**src/design/rkx_pkg.sv**
```systemverilog
package rkx_pkg;

    localparam int LENGTH_BITS = 16;

    localparam logic [31:0] ROLL_INIT = 32'h019327c8;
    localparam logic [LENGTH_BITS-1:0] CNT_MAX = {LENGTH_BITS{1'b1}};

    localparam logic [7:0] TAIL_0 = 8'ha1;
    localparam logic [7:0] TAIL_1 = 8'h6c;
    localparam logic [7:0] TAIL_2 = 8'h31;
    localparam logic [7:0] TAIL_3 = 8'h97;

    localparam logic FUNC_ENCRYPT = 1'b0;
    localparam logic FUNC_DECRYPT = 1'b1;

    // register index, taken from paddr[3]
    localparam logic REG_KEY_LOW = 1'b0;

    typedef struct packed {
        logic       func;
        logic [7:0] data_in;
        logic       last_in;
    } in_item_t;

    typedef struct packed {
        logic [7:0] data_out;
        logic       last_out;
    } out_item_t;

    // front to back: head of the job queue
    typedef struct packed {
        logic       valid;
        logic       dec;
        logic [7:0] data;
        logic       last;
    } job_t;

    function automatic logic [7:0] key_byte(input logic [3:0] pos,
                                            input logic [63:0] key_low,
                                            input logic [31:0] roll);
        logic [7:0] kb;
        kb = 8'h00;
        case (pos) inside
            [4'd0:4'd7]:   kb = key_low[{pos[2:0], 3'b000} +: 8];
            [4'd8:4'd11]:  kb = roll[{pos[1:0], 3'b000} +: 8];
            4'd12:         kb = TAIL_0;
            4'd13:         kb = TAIL_1;
            4'd14:         kb = TAIL_2;
            4'd15:         kb = TAIL_3;
            default:       kb = 8'h00;
        endcase
        return kb;
    endfunction

endpackage

```
**src/design/rkx_front.sv**
```systemverilog
module rkx_front import rkx_pkg::*; (
    input  logic     clk,
    input  logic     rst_n,
    input  logic     push,
    output logic     full,
    input  in_item_t item_in,
    output job_t     job,
    input  logic     take
);

    job_t       slot_reg [2];
    logic       wptr_reg, wptr_next;
    logic       rptr_reg, rptr_next;
    logic [1:0] count_reg, count_next;
    logic       do_push, do_take;

    assign full    = (count_reg == 2'd2);
    assign do_push = push && !full;
    assign do_take = take && (count_reg != 2'd0);

    always_comb
    begin
        wptr_next  = do_push ? ~wptr_reg : wptr_reg;
        rptr_next  = do_take ? ~rptr_reg : rptr_reg;
        count_next = count_reg;
        if (do_push && !do_take)
        begin
            count_next = count_reg + 2'd1;
        end
        else if (!do_push && do_take)
        begin
            count_next = count_reg - 2'd1;
        end
    end

    always_ff @(posedge clk or negedge rst_n)
    begin
        if (!rst_n)
        begin
            wptr_reg  <= 1'b0;
            rptr_reg  <= 1'b0;
            count_reg <= 2'd0;
        end
        else
        begin
            wptr_reg  <= wptr_next;
            rptr_reg  <= rptr_next;
            count_reg <= count_next;
        end
    end

    // classify on entry: direction decoded once here
    always_ff @(posedge clk)
    begin
        if (do_push)
        begin
            slot_reg[wptr_reg].valid <= 1'b1;
            slot_reg[wptr_reg].dec   <= (item_in.func == FUNC_DECRYPT);
            slot_reg[wptr_reg].data  <= item_in.data_in;
            slot_reg[wptr_reg].last  <= item_in.last_in;
        end
    end

    always_comb
    begin
        job       = slot_reg[rptr_reg];
        job.valid = (count_reg != 2'd0);
    end

endmodule

```
**src/design/rkx_back.sv**
```systemverilog
module rkx_back import rkx_pkg::*; (
    input  logic            clk,
    input  logic            rst_n,
    input  job_t            job,
    output logic            take,
    input  logic [63:0]     key_low,
    input  logic            reload,
    output logic            empty,
    input  logic            pop,
    output out_item_t       result
);

    // per-direction state, indexed by the decrypt flag
    logic [31:0]            roll_reg [2];
    logic [7:0]             prev_reg [2];
    logic [LENGTH_BITS-1:0] cnt_reg  [2];

    out_item_t  res_reg [2];
    logic       wptr_reg, rptr_reg;
    logic [1:0] count_reg, count_next;
    logic       do_pop;

    logic [LENGTH_BITS-1:0] cnt_cur, cnt_inc;
    logic [31:0]            roll_cur;
    logic [7:0]             prev_cur, res_byte, cipher;

    assign take   = job.valid && (count_reg != 2'd2);
    assign empty  = (count_reg == 2'd0);
    assign do_pop = pop && !empty;
    assign result = res_reg[rptr_reg];

    always_comb
    begin
        cnt_cur  = cnt_reg[job.dec];
        roll_cur = roll_reg[job.dec];
        prev_cur = prev_reg[job.dec];
        res_byte = job.data ^ key_byte(cnt_cur[3:0], key_low, roll_cur) ^ prev_cur;
        cipher   = job.dec ? job.data : res_byte;
        cnt_inc  = (cnt_cur == CNT_MAX) ? CNT_MAX : cnt_cur + 1'b1;
    end

    always_comb
    begin
        count_next = count_reg;
        if (take && !do_pop)
        begin
            count_next = count_reg + 2'd1;
        end
        else if (!take && do_pop)
        begin
            count_next = count_reg - 2'd1;
        end
    end

    always_ff @(posedge clk or negedge rst_n)
    begin
        if (!rst_n)
        begin
            for (int i = 0; i < 2; i++)
            begin
                roll_reg[i] <= ROLL_INIT;
                prev_reg[i] <= 8'h00;
                cnt_reg[i]  <= '0;
            end
            wptr_reg  <= 1'b0;
            rptr_reg  <= 1'b0;
            count_reg <= 2'd0;
        end
        else
        begin
            if (take)
            begin
                if (job.last)
                begin
                    cnt_reg[job.dec]  <= '0;
                    prev_reg[job.dec] <= 8'h00;
                end
                else
                begin
                    cnt_reg[job.dec]  <= cnt_inc;
                    prev_reg[job.dec] <= cipher;
                end
                wptr_reg <= ~wptr_reg;
            end
            // key write: rolling words only
            if (reload)
            begin
                roll_reg[0] <= ROLL_INIT;
                roll_reg[1] <= ROLL_INIT;
            end
            else if (take && job.last)
            begin
                roll_reg[job.dec] <= roll_cur + 32'(cnt_inc);
            end
            if (do_pop)
            begin
                rptr_reg <= ~rptr_reg;
            end
            count_reg <= count_next;
        end
    end

    always_ff @(posedge clk)
    begin
        if (take)
        begin
            res_reg[wptr_reg].data_out <= res_byte;
            res_reg[wptr_reg].last_out <= job.last;
        end
    end

endmodule

```
**src/design/rolling_key_xor_packet_cipher.sv**
```systemverilog
// Rolling-key XOR packet cipher, one byte per transaction in each direction.
// Sustains one byte per clock while the result queue has room; the loop is
// the per-direction chaining byte, position count and rolling word, updated
// in the back-end cycle that ciphers a byte. A byte pushed into an idle block
// passes the input queue and then the result register to the result ports.
// Both sides are two-entry queues, so push and pop stall independently. The key
// is written over the APB port with paddr[3] clear (64-bit data); that write
// also reloads both rolling words to 0x019327c8, while any packet in progress
// keeps its position and chaining byte. Write the key only while idle. Every
// packet must carry at least one byte, marked last on its final byte.
module rolling_key_xor_packet_cipher import rkx_pkg::*; (
    input  logic        clk,
    input  logic        rst_n,
    // input queue side
    input  logic        push,
    output logic        full,
    input  in_item_t    item_in,
    // result queue side
    output logic        empty,
    input  logic        pop,
    output out_item_t   result,
    // configuration
    input  logic        psel,
    input  logic        penable,
    input  logic        pwrite,
    input  logic [3:0]  paddr,
    input  logic [63:0] pwdata,
    output logic [63:0] prdata,
    output logic        pready
);

    logic [63:0] key_low_reg;
    logic        cfg_wr;
    logic        key_wr;
    job_t        job;
    logic        take;

    // APB: zero wait states; register index sits in paddr[3]
    assign pready = 1'b1;
    assign cfg_wr = psel && penable && pwrite && pready;
    assign key_wr = cfg_wr && (paddr[3] == REG_KEY_LOW);
    assign prdata = (paddr[3] == REG_KEY_LOW) ? key_low_reg : 64'h0;

    always_ff @(posedge clk or negedge rst_n)
    begin
        if (!rst_n)
        begin
            key_low_reg <= 64'h0;
        end
        else if (key_wr)
        begin
            key_low_reg <= pwdata;
        end
    end

    // front: accept and classify each transaction into the job queue
    rkx_front u_front (
        .clk     (clk),
        .rst_n   (rst_n),
        .push    (push),
        .full    (full),
        .item_in (item_in),
        .job     (job),
        .take    (take)
    );

    // back: keystream, chaining and rolling-word update, result queue
    rkx_back u_back (
        .clk     (clk),
        .rst_n   (rst_n),
        .job     (job),
        .take    (take),
        .key_low (key_low_reg),
        .reload  (key_wr),
        .empty   (empty),
        .pop     (pop),
        .result  (result)
    );

endmodule

```
**config.mk**
```make
export PLATFORM = sky130hd
export DESIGN_NAME = rolling_key_xor_packet_cipher
export DESIGN_NICKNAME = d
export VERILOG_FILES = /design/src/design/rkx_pkg.sv /design/src/design/rkx_front.sv /design/src/design/rkx_back.sv /design/src/design/rolling_key_xor_packet_cipher.sv
export SDC_FILE = /design/constraint.sdc
export NUM_CORES = 1
export LEC_CHECK = 0
export ABC_AREA = 1
export BUFFER_PORTS_ARGS = -buffer_cell sky130_fd_sc_hd__buf_2
export CAP_MARGIN = 20
export CORE_ASPECT_RATIO = 0.9
export CORE_MARGIN = 10
export CORE_UTILIZATION = 53
export CTS_CLUSTER_SIZE = 25
export DETAILED_ROUTE_END_ITERATION = 6
export PLACE_DENSITY = 0.77
export SYNTH_ARGS = -nofsm -noshare
export SYNTH_HDL_FRONTEND = slang
export SYNTH_SLANG_ARGS = --single-unit
```
**constraint.sdc**
```tcl
create_clock -name clk -period 3.9 [get_ports clk]
set_input_delay 0.39 -clock clk [delete_from_list [all_inputs] [get_ports clk]]
set_output_delay 0.39 -clock clk [all_outputs]
set_load 0.03 [all_outputs]
```
Word level (Yosys, flattened, before mapping)
Memories as Yosys holds them, arrays and structs flattened.
Index checks and enable logic that the tools add are counted.

word-level totals
  bits in registers = 184
  memory bits (writable) = 38
  bits of input ports = 85
  output and inout port bits = 76
  memories kept = 2

memory list
  memory            depth  bits a word  rd ports  clocked after memory_dff  write ports  RTL line         text
  u_front.slot_reg  2      10           1         0                         1            rkx_front.sv:11  job_t slot_reg [2];
  u_back.res_reg    2      9            1         0                         1            rkx_back.sv:18   out_item_t res_reg [2];

operators by class
  add/sub/neg operators = 6
  magnitude comparators = 6
  equality and inequality tests = 7
  shifts and indexed selects = 2
  multiplexer cells = 39
  bitwise logic cells = 12
  reductions and logical operators = 26

operators by type and width
  cell                                                             count
  64-bit 2-to-1 mux                                                3
  32-bit 2-to-1 mux                                                5
  16-bit 2-to-1 mux                                                6
  8-bit 2-to-1 mux                                                 11
  64-bit bitwise mux                                               1
  64-bit by 7-bit variable part select with 8-bit output           1
  32-bit by 16-bit adder with 32-bit output                        1
  32-bit AND                                                       1
  32-bit bitwise mux                                               1
  32-bit demux with 1-bit select                                   1
  32-bit inverter                                                  1
  32-bit by 6-bit variable part select with 8-bit output           1
  16-bit by 1-bit adder with 16-bit output, second input constant  1
  16-bit AND                                                       1
  16-bit bitwise mux                                               1
  16-bit demux with 1-bit select                                   1
  16-bit equality test, second input constant                      1
  4-bit equality test, second input constant                       4
  16-bit inverter                                                  1
  8-bit bitwise XOR                                                2
  1-bit logical AND                                                15
  8-bit demux with 1-bit select                                    1
  2-bit 2-to-1 mux                                                 4
  2-bit nonzero test                                               4
  other kinds (15)                                                 29

Longest topological paths before layout
Gate-level depths: netlist of run 1.
An unclocked memory read counts as a cell.

  depth in word-level cells = 17
  gate-level depth with buffers = 27

Hierarchy
A second synthesis of run 1 with hierarchy kept.

unflattened totals
  cells, all modules = 1917
  area, all modules = 13720.7 um^2

by module, submodules not included
  module                         instances  cells each  area each (um^2)  seq. area each (um^2)
  rkx_back                       1          1413        9640.5            3473.3
  rolling_key_xor_packet_cipher  1          420         3111.7            1601.5
  rkx_front                      1          84          968.4             700.7

Least setup slack after synthesis of run 1
No wires, ideal clock.

  path type = reg2reg
  start = register u_front.rptr_reg
  end = register u_back.roll_reg[30] in the netlist's numbering
  data arrival time = 3.523 ns
  data required time = 3.778 ns
  setup slack = 0.255 ns
  cell stages (with the launch flop) = 26
  path buffers = 3
  cells stage by stage = dfrtp_1 > buf_6 > nand2_8 > nand2_8 > buf_6 > o21ai_0 > nand2_2 > nor3_4 > nand2_4 > buf_6 > nand2_4 > ha_1 > inv_1 > fa_1 > inv_1 > nand3_1 > nand2_1 > nand3_1 > nand2_1 > nand2_1 > nand2_1 > nand2_1 > nor2_1 > nand2_1 > xor2_1 > o21ai_1

on the way
  longest elaborated chain between the ends = 11

RTL lines
  item                                                                                     RTL line                                        text
  from (decl)                                                                              rkx_front.sv:13                                 logic rptr_reg, rptr_next;
  from (signal assigned)                                                                   rkx_front.sv:47                                 rptr_reg <= rptr_next;
  memory read 2 x 10 bit *                                                                 -
  1-bit inverter with 2-bit output (not written as such)                                   rkx_back.sv:34, rkx_back.sv:35, rkx_back.sv:93
  16-bit 2-to-1 mux (not written as such) (3 in series)                                    rkx_back.sv:34                                  cnt_cur = cnt_reg[job.dec];
  16-bit by 1-bit adder with 16-bit output / 16-bit equality test (equally long branches)  rkx_back.sv:39                                  cnt_inc = (cnt_cur == CNT_MAX) ? CNT_MAX : cnt_cur + 1'b1;
  16-bit 2-to-1 mux                                                                        rkx_back.sv:39
  32-bit by 16-bit adder with 32-bit output                                                rkx_back.sv:93                                  roll_reg[job.dec] <= roll_cur + 32'(cnt_inc);
  64-bit bitwise mux                                                                       rkx_back.sv:93
  64-bit 2-to-1 mux                                                                        rkx_back.sv:91                                  else if (take && job.last)
  64-bit 2-to-1 mux                                                                        rkx_back.sv:86                                  if (reload)
  to (signal, indexed assignment)                                                          rkx_back.sv:93
  to (decl)                                                                                rkx_back.sv:14                                  logic [31:0] roll_reg [2];

Every way passes the cells marked *; elsewhere a longest branch is shown, timed or not. The select of a mux whose other input is x is not followed.
A chain may end at the register's enable or synchronous reset.

Final worst setup path of run 1
  start = register u_front.rptr_reg
  end = register u_back.roll_reg[54] in the netlist's numbering

The elaborated chain is that of the path after synthesis.

==> impl_metrics.yaml, run 1 <==
outcome:
  status: "finished, final reports clean"
yosys:
  synth_seq_cells: 222
  synthArstFlopShare: 0.829
  syn_avg_cell_area_um2: 7.38
  synth_edf_count: 38
  synthDominantCellAreaShare: 0.304
  seq_area_frac_synth: 0.438
  synth_warnings: 0
  synthesis.instances: 1787
  syn_nets: 1894
  synth.distinct_cells: 53
  yosysTopAreaCell: "dfrtp_1"
  synth_area_um2: 13200
  ys_top_cells_by_area: "dfrtp_1, nand2_1, edfxtp_1"
  synthFlopType: "dfrtp_1"
sta:
  setup_slack_ns: 0.176
  slew-limit-headroom: 0.313
  setup-tns-final_ns: 0
  fmax_mhz: 269
  finalHoldViolCount: 0
  finalSetupViolCount: 0
  skew_ns: 0.0210
  min_period_ns: 3.72
  maxSlewViolCount: 0
  fin_crit_sh: 0.955
  worst_pin_slew_ns: 1.03
die:
  ios: 161
  initial_core_util: 0.540
  die_w_um: 186
  coreArea_um2: 24400
  die_height_um: 170
  rows: 54
  die_area_um2: 31600
worst_setup_path:
  rr_worst_depth: 22
  crit_type: "flop to flop"
  r2r_end: "u_back.roll_reg[54]$_DFFE_PN0P_"
  cp_num_cells: 22
  r2r-start: "u_front.rptr_reg$_DFFE_PN0P_"
  cp_max_fo: 16
  cp_data_arrival_time_ns: 4.12
  critical_path.startpoint: "u_front.rptr_reg$_DFFE_PN0P_"
  regToRegSetupSlack_ns: 0.18
  crit_path_cell_trace: "buf_4, nand2_8, nand2_8, buf_12, o21ai_4, nand4_4, nor3_4, nand2_4, buf_4, buf_4, o21ai_2, ha_4, nand2_1, nand2_1, a21oi_1, nand2_2, nand2_1, nand2_4, nand2_2, buf_4, xor2_2, o22ai_1"
  endpoint: "u_back.roll_reg[54]$_DFFE_PN0P_"
  start_kind: "flop"
  slowest_stage: "dfrtp_1"
  end_kind: "flop"
  required_ns: 4.30
  crit_buf_inv: 5
  critPathTopFamily: "simple AND/OR/NAND/NOR gates"
  max_stage_delay_ns: 0.41
  cpMostUsedCell: "buf_4"
detailed_routing:
  viasPerCell: 5.44
  drt_iter0_drc: 1300
  post-route-drc-count: 0
  ant_nets: 0
  vias: 12677
  finalWirelength_um: 39600
  wl_per_cell_um: 17.0
  drt_pre_antenna_iters: 6
final_layout:
  layout-drive-gt1-share: 0.203
  nNetsFinal: 2080
  syn2layout_area_growth_pct: 19.6
  fin_util: 0.646
  most-common-layout-cells: "nand2_1, inv_1, nor2_1, dfrtp_1, buf_2"
  final_area_um2: 15800
  final_common_cell: "nand2_1"
clock_tree:
  clk_pin_slew_ns: 0.07
  cts_max_level: 1
  cts-root-buf: "clkbuf_16"
  clkLatencyLatePin_ns: 0.55
  cts_made_buffers: 25
  clock_sinks: 222
  clk_path_buf_depth: 3
  cts_tree: "yes"
placement:
  placed_area_um2: 14500
  gp_congestion: 0.926
  io_buffers: 156
  dpl.hpwl_um: 27800
  place_ws_ns: -0.0481
grt:
  grt_pass1_wl_um: 61700
  grt_pass1_vias: 11828
  grt-ovfl-total: 0
  grt_max_degree: 124
  antenna_found_initial: 0
  grt_usage: 0.242
run:
  max_cap_viol_count: 0
worst_hold_path:
  hold_class: "primary input to flop"
repair_timing:
action | in CTS | in global routing
hold endpoints to repair | 83 | 0
hold buffers | 1 | 0
pin swaps | 0 | 13
gates cloned | 0 | 1
buffers inserted | 0 | 12
gates resized for setup | 3 | 55
setup endpoints to repair | 6 | 39
layout make-up:
cell class | instances | area, µm²
Antenna cell | 1 | 2.50
Clock buffer | 33 | 676
Clock inverter | 13 | 240
Fill cell | 2034 | 8630
Inverter | 247 | 927
Multi-Input combinational cell | 1242 | 6300
Sequential cell | 222 | 5780
Tap cell | 336 | 420
Timing Repair Buffer | 235 | 1420
cell families (layout without fill, tap and decap cells):
| logic type | Yosys count | count (layout) | synth area share |
|---|---|---|---|
| AO/OA/AOI/OAI | 272 | 272 | 0.116 |
| XOR/XNOR | 33 | 33 | 0.0219 |
| adder cells (fa/ha/maj) | 22 | 22 | 0.0215 |
| buffers and inverters | 324 | 528 | 0.100 |
| flip-flops | 222 | 222 | 0.438 |
| multiplexers | 8 | 8 | 0.00608 |
| other | 1 | 2 | 0.000284 |
| AND/OR/NAND/NOR | 905 | 906 | 0.296 |
worst min path at each step:
stage                                         start                                to  slack [ns]  cells after the start
floorplan                                     rst_n        key_low_reg[0]$_DFFE_PN0P_        0.09                      0
detailed placement  u_back.roll_reg[61]$_DFFE_PN0P_   u_back.roll_reg[61]$_DFFE_PN0P_        0.46                      2
CTS                                      item_in[4]  u_front.slot_reg[0][4]$_DFFE_PP_        0.01                      1
finish                                   item_in[1]  u_front.slot_reg[0][1]$_DFFE_PP_        0.03                      1
global placement    u_back.roll_reg[63]$_DFFE_PN0P_   u_back.roll_reg[63]$_DFFE_PN0P_        0.46                      2
global route                             item_in[4]  u_front.slot_reg[0][4]$_DFFE_PP_        0.02                      1
metrics by stage:
stage	std cells	hold WS, ns
global route	2328	0.0218
global placement	2267	0.459
detailed placement	2268	0.462
finish	2329	0.0298
CTS	2315	0.0140
floorplan	1787	0.0944
cells in the mapped netlist, types with 4 or more instances:
cell type	count
a21oi_2	5
nand3_2	8
nand2_2	18
inv_2	6
dfstp_2	24
clkbuf_1	42
edfxtp_1	38
xnor2_1	17
o21ai_0	130
nor3_1	8
a31oi_1	33
nand4_1	11
inv_1	239
nand3b_1	7
xor2_1	16
buf_6	7
ha_1	21
nand3_1	123
o22ai_1	26
a21oi_1	50
or2_2	4
nand2_1	537
buf_2	25
nor2_1	163
dfrtp_1	160
nand2_4	4
nor2_2	7
a22oi_1	4
o21ai_1	11
mux2i_1	8
per-layer routing:
metal,wire length (µm),track usage,vias to the layer above
met3,3960,0.0469,98
li1,-,-,6056
met4,1420,0.0809,0
met2,18100,0.386,594
met5,0,0,-
met1,16100,0.322,5929
Power of run 1 is not shown: default switching activity piles up to over one toggle a cycle in this logic, so the estimate is an artifact.
==> inputs of run 2 (changes only) <==
--- a/config.mk
+++ b/config.mk
@@ -13,7 +13,7 @@
 export CORE_UTILIZATION = 53
 export CTS_CLUSTER_SIZE = 25
 export DETAILED_ROUTE_END_ITERATION = 6
-export PLACE_DENSITY = 0.77
+export PLACE_DENSITY = 0.86
 export SYNTH_ARGS = -nofsm -noshare
 export SYNTH_HDL_FRONTEND = slang
 export SYNTH_SLANG_ARGS = --single-unit
==> run 2 against run 1 <==
Critical path depth fell by 2. First-iteration DRC count increased by 3.6%. Wire length is 1.4% higher. Setup slack better by 0.038 ns. Sequential share of layout area grew 0.44 points. Via count up 1.6%. Die area unchanged. Flip-flop and latch count is the same. Utilization fell by 0.77 points. Critical path type unchanged. Critical endpoint is now u_back.roll_reg[51]$_DFFE_PN0P_.
==> impl_metrics.yaml, run 2 (synthesis gave the netlist of run 1 again) <==
detailed_routing:
  drt_pre_antenna_iters: 6
  vias: 12879
  ant_nets: 0
  viasPerCell: 5.57
  wl_per_cell_um: 17.4
  finalWirelength_um: 40200
  drt_iter0_drc: 1347
  post-route-drc-count: 0
clock_tree:
  cts_tree: "yes"
  clk_path_buf_depth: 3
  clkLatencyLatePin_ns: 0.55
  clock_sinks: 222
  cts_max_level: 1
  cts_made_buffers: 25
  cts-root-buf: "clkbuf_16"
  clk_pin_slew_ns: 0.07
worst_setup_path:
  cp_data_arrival_time_ns: 4.07
  rr_worst_depth: 20
  end_kind: "flop"
  regToRegSetupSlack_ns: 0.21
  cp_max_fo: 22
  start_kind: "flop"
  required_ns: 4.28
  crit_type: "flop to flop"
sta:
  min_period_ns: 3.69
  finalHoldViolCount: 0
  setup_slack_ns: 0.215
  whs_ns: 0.0291
  finalSetupViolCount: 0
  slew-limit-headroom: 0.319
  fin_crit_sh: 0.945
  skew_ns: 0.0245
  setup-tns-final_ns: 0
  worst_pin_slew_ns: 1.02
  fmax_mhz: 271
  maxSlewViolCount: 0
die:
  rows: 54
  die_w_um: 186
  coreArea_um2: 24400
  die_height_um: 170
  die_area_um2: 31600
  initial_core_util: 0.540
  ios: 161
final_layout:
  antennaDiodeCount: 0
  syn2layout_area_growth_pct: 18.1
  filler_cell_count: 1962
  most-common-layout-cells: "nand2_1, inv_1, nor2_1, dfrtp_1, buf_2"
  fin_util: 0.639
  layout-drive-gt1-share: 0.197
  nNetsFinal: 2065
  final_common_cell: "nand2_1"
placement:
  dpl.hpwl_um: 28100
  gp_congestion: 0.942
  io_buffers: 156
  place_ws_ns: 0.00535
grt:
  grt_usage: 0.243
  antenna_found_initial: 0
  grt-ovfl-total: 0
  grt_max_degree: 129
  grt_pass1_wl_um: 62600
  grt_pass1_vias: 12239
run:
  max_cap_viol_count: 0
outcome:
  status: "finished, final reports clean"
worst_hold_path:
  holdPathStages: 1
  hold_class: "primary input to flop"
-- run 2: what timing repair did --
item | 4_1_cts | 5_1_grt
hold endpoints to repair | 70 | 0
hold buffers | 1 | 0
setup endpoints to repair | 0 | 44
resized for setup | 0 | 48
setup buffers | 0 | 7
-- run 2: area by class of cell --
cell class	instances	area, µm²	share of cell area
multi-input cells	1244	6290	0.404
clock inverters	17	219	0.0141
clock buffers	29	651	0.0418
flip-flops and latches	222	5780	0.371
inverters	247	927	0.0595
repair buffers	218	1290	0.0827
well taps	336	420	0.0270
-- run 2: final timing paths --
path,startpoint,to
worst max register to register,u_front.slot_reg[0][9]$_DFFE_PP_,u_back.roll_reg[51]$_DFFE_PN0P_
worst max-delay path,u_front.slot_reg[0][9]$_DFFE_PP_,u_back.roll_reg[51]$_DFFE_PN0P_
min in group asynchronous,rst_n,key_low_reg[55]$_DFFE_PN0P_
worst min register to register,u_back.roll_reg[39]$_DFFE_PN1P_,u_back.roll_reg[39]$_DFFE_PN1P_
worst min-delay path,item_in[3],u_front.slot_reg[0][3]$_DFFE_PP_
max in group asynchronous,rst_n,key_low_reg[49]$_DFFE_PN0P_
-- run 2: worst max-delay path, stage by stage (launching register included) --
cell	delay [ns]
edfxtp_1	0.47
nand2_8	0.20
buf_12	0.21
nand3_2	0.12
nand2_4	0.13
nand4_4	0.17
nor3_4	0.19
nand2_4	0.10
buf_4	0.17
o21ai_0	0.15
ha_1	0.34
a21oi_1	0.15
nand2_1	0.14
nand2_1	0.09
nand2_1	0.12
nand2_1	0.09
nand2_1	0.10
nand2_1	0.12
nand2_4	0.09
xor2_1	0.23
o22ai_1	0.12
-- run 2: through the flow --
step	cell area [µm²]	std cells
CTS	15300	2302
floorplan	13200	1787
finish	15600	2313
global route	15600	2313
global placement	14400	2255
detailed placement	14400	2255
-- run 2: metal layers --
| metal | part of all wire | vias to the layer above | GRT usage | wire, µm |
|---|---|---|---|---|
| met5 | 0 | - | 0 | 0 |
| met4 | 0.035 | 0 | 0.0900 | 1410 |
| met3 | 0.11 | 108 | 0.0430 | 4440 |
| met2 | 0.46 | 700 | 0.394 | 18400 |
| met1 | 0.40 | 6020 | 0.317 | 15900 |
| li1 | - | 6051 | - | - |
Power of run 2 is left out for the same reason.
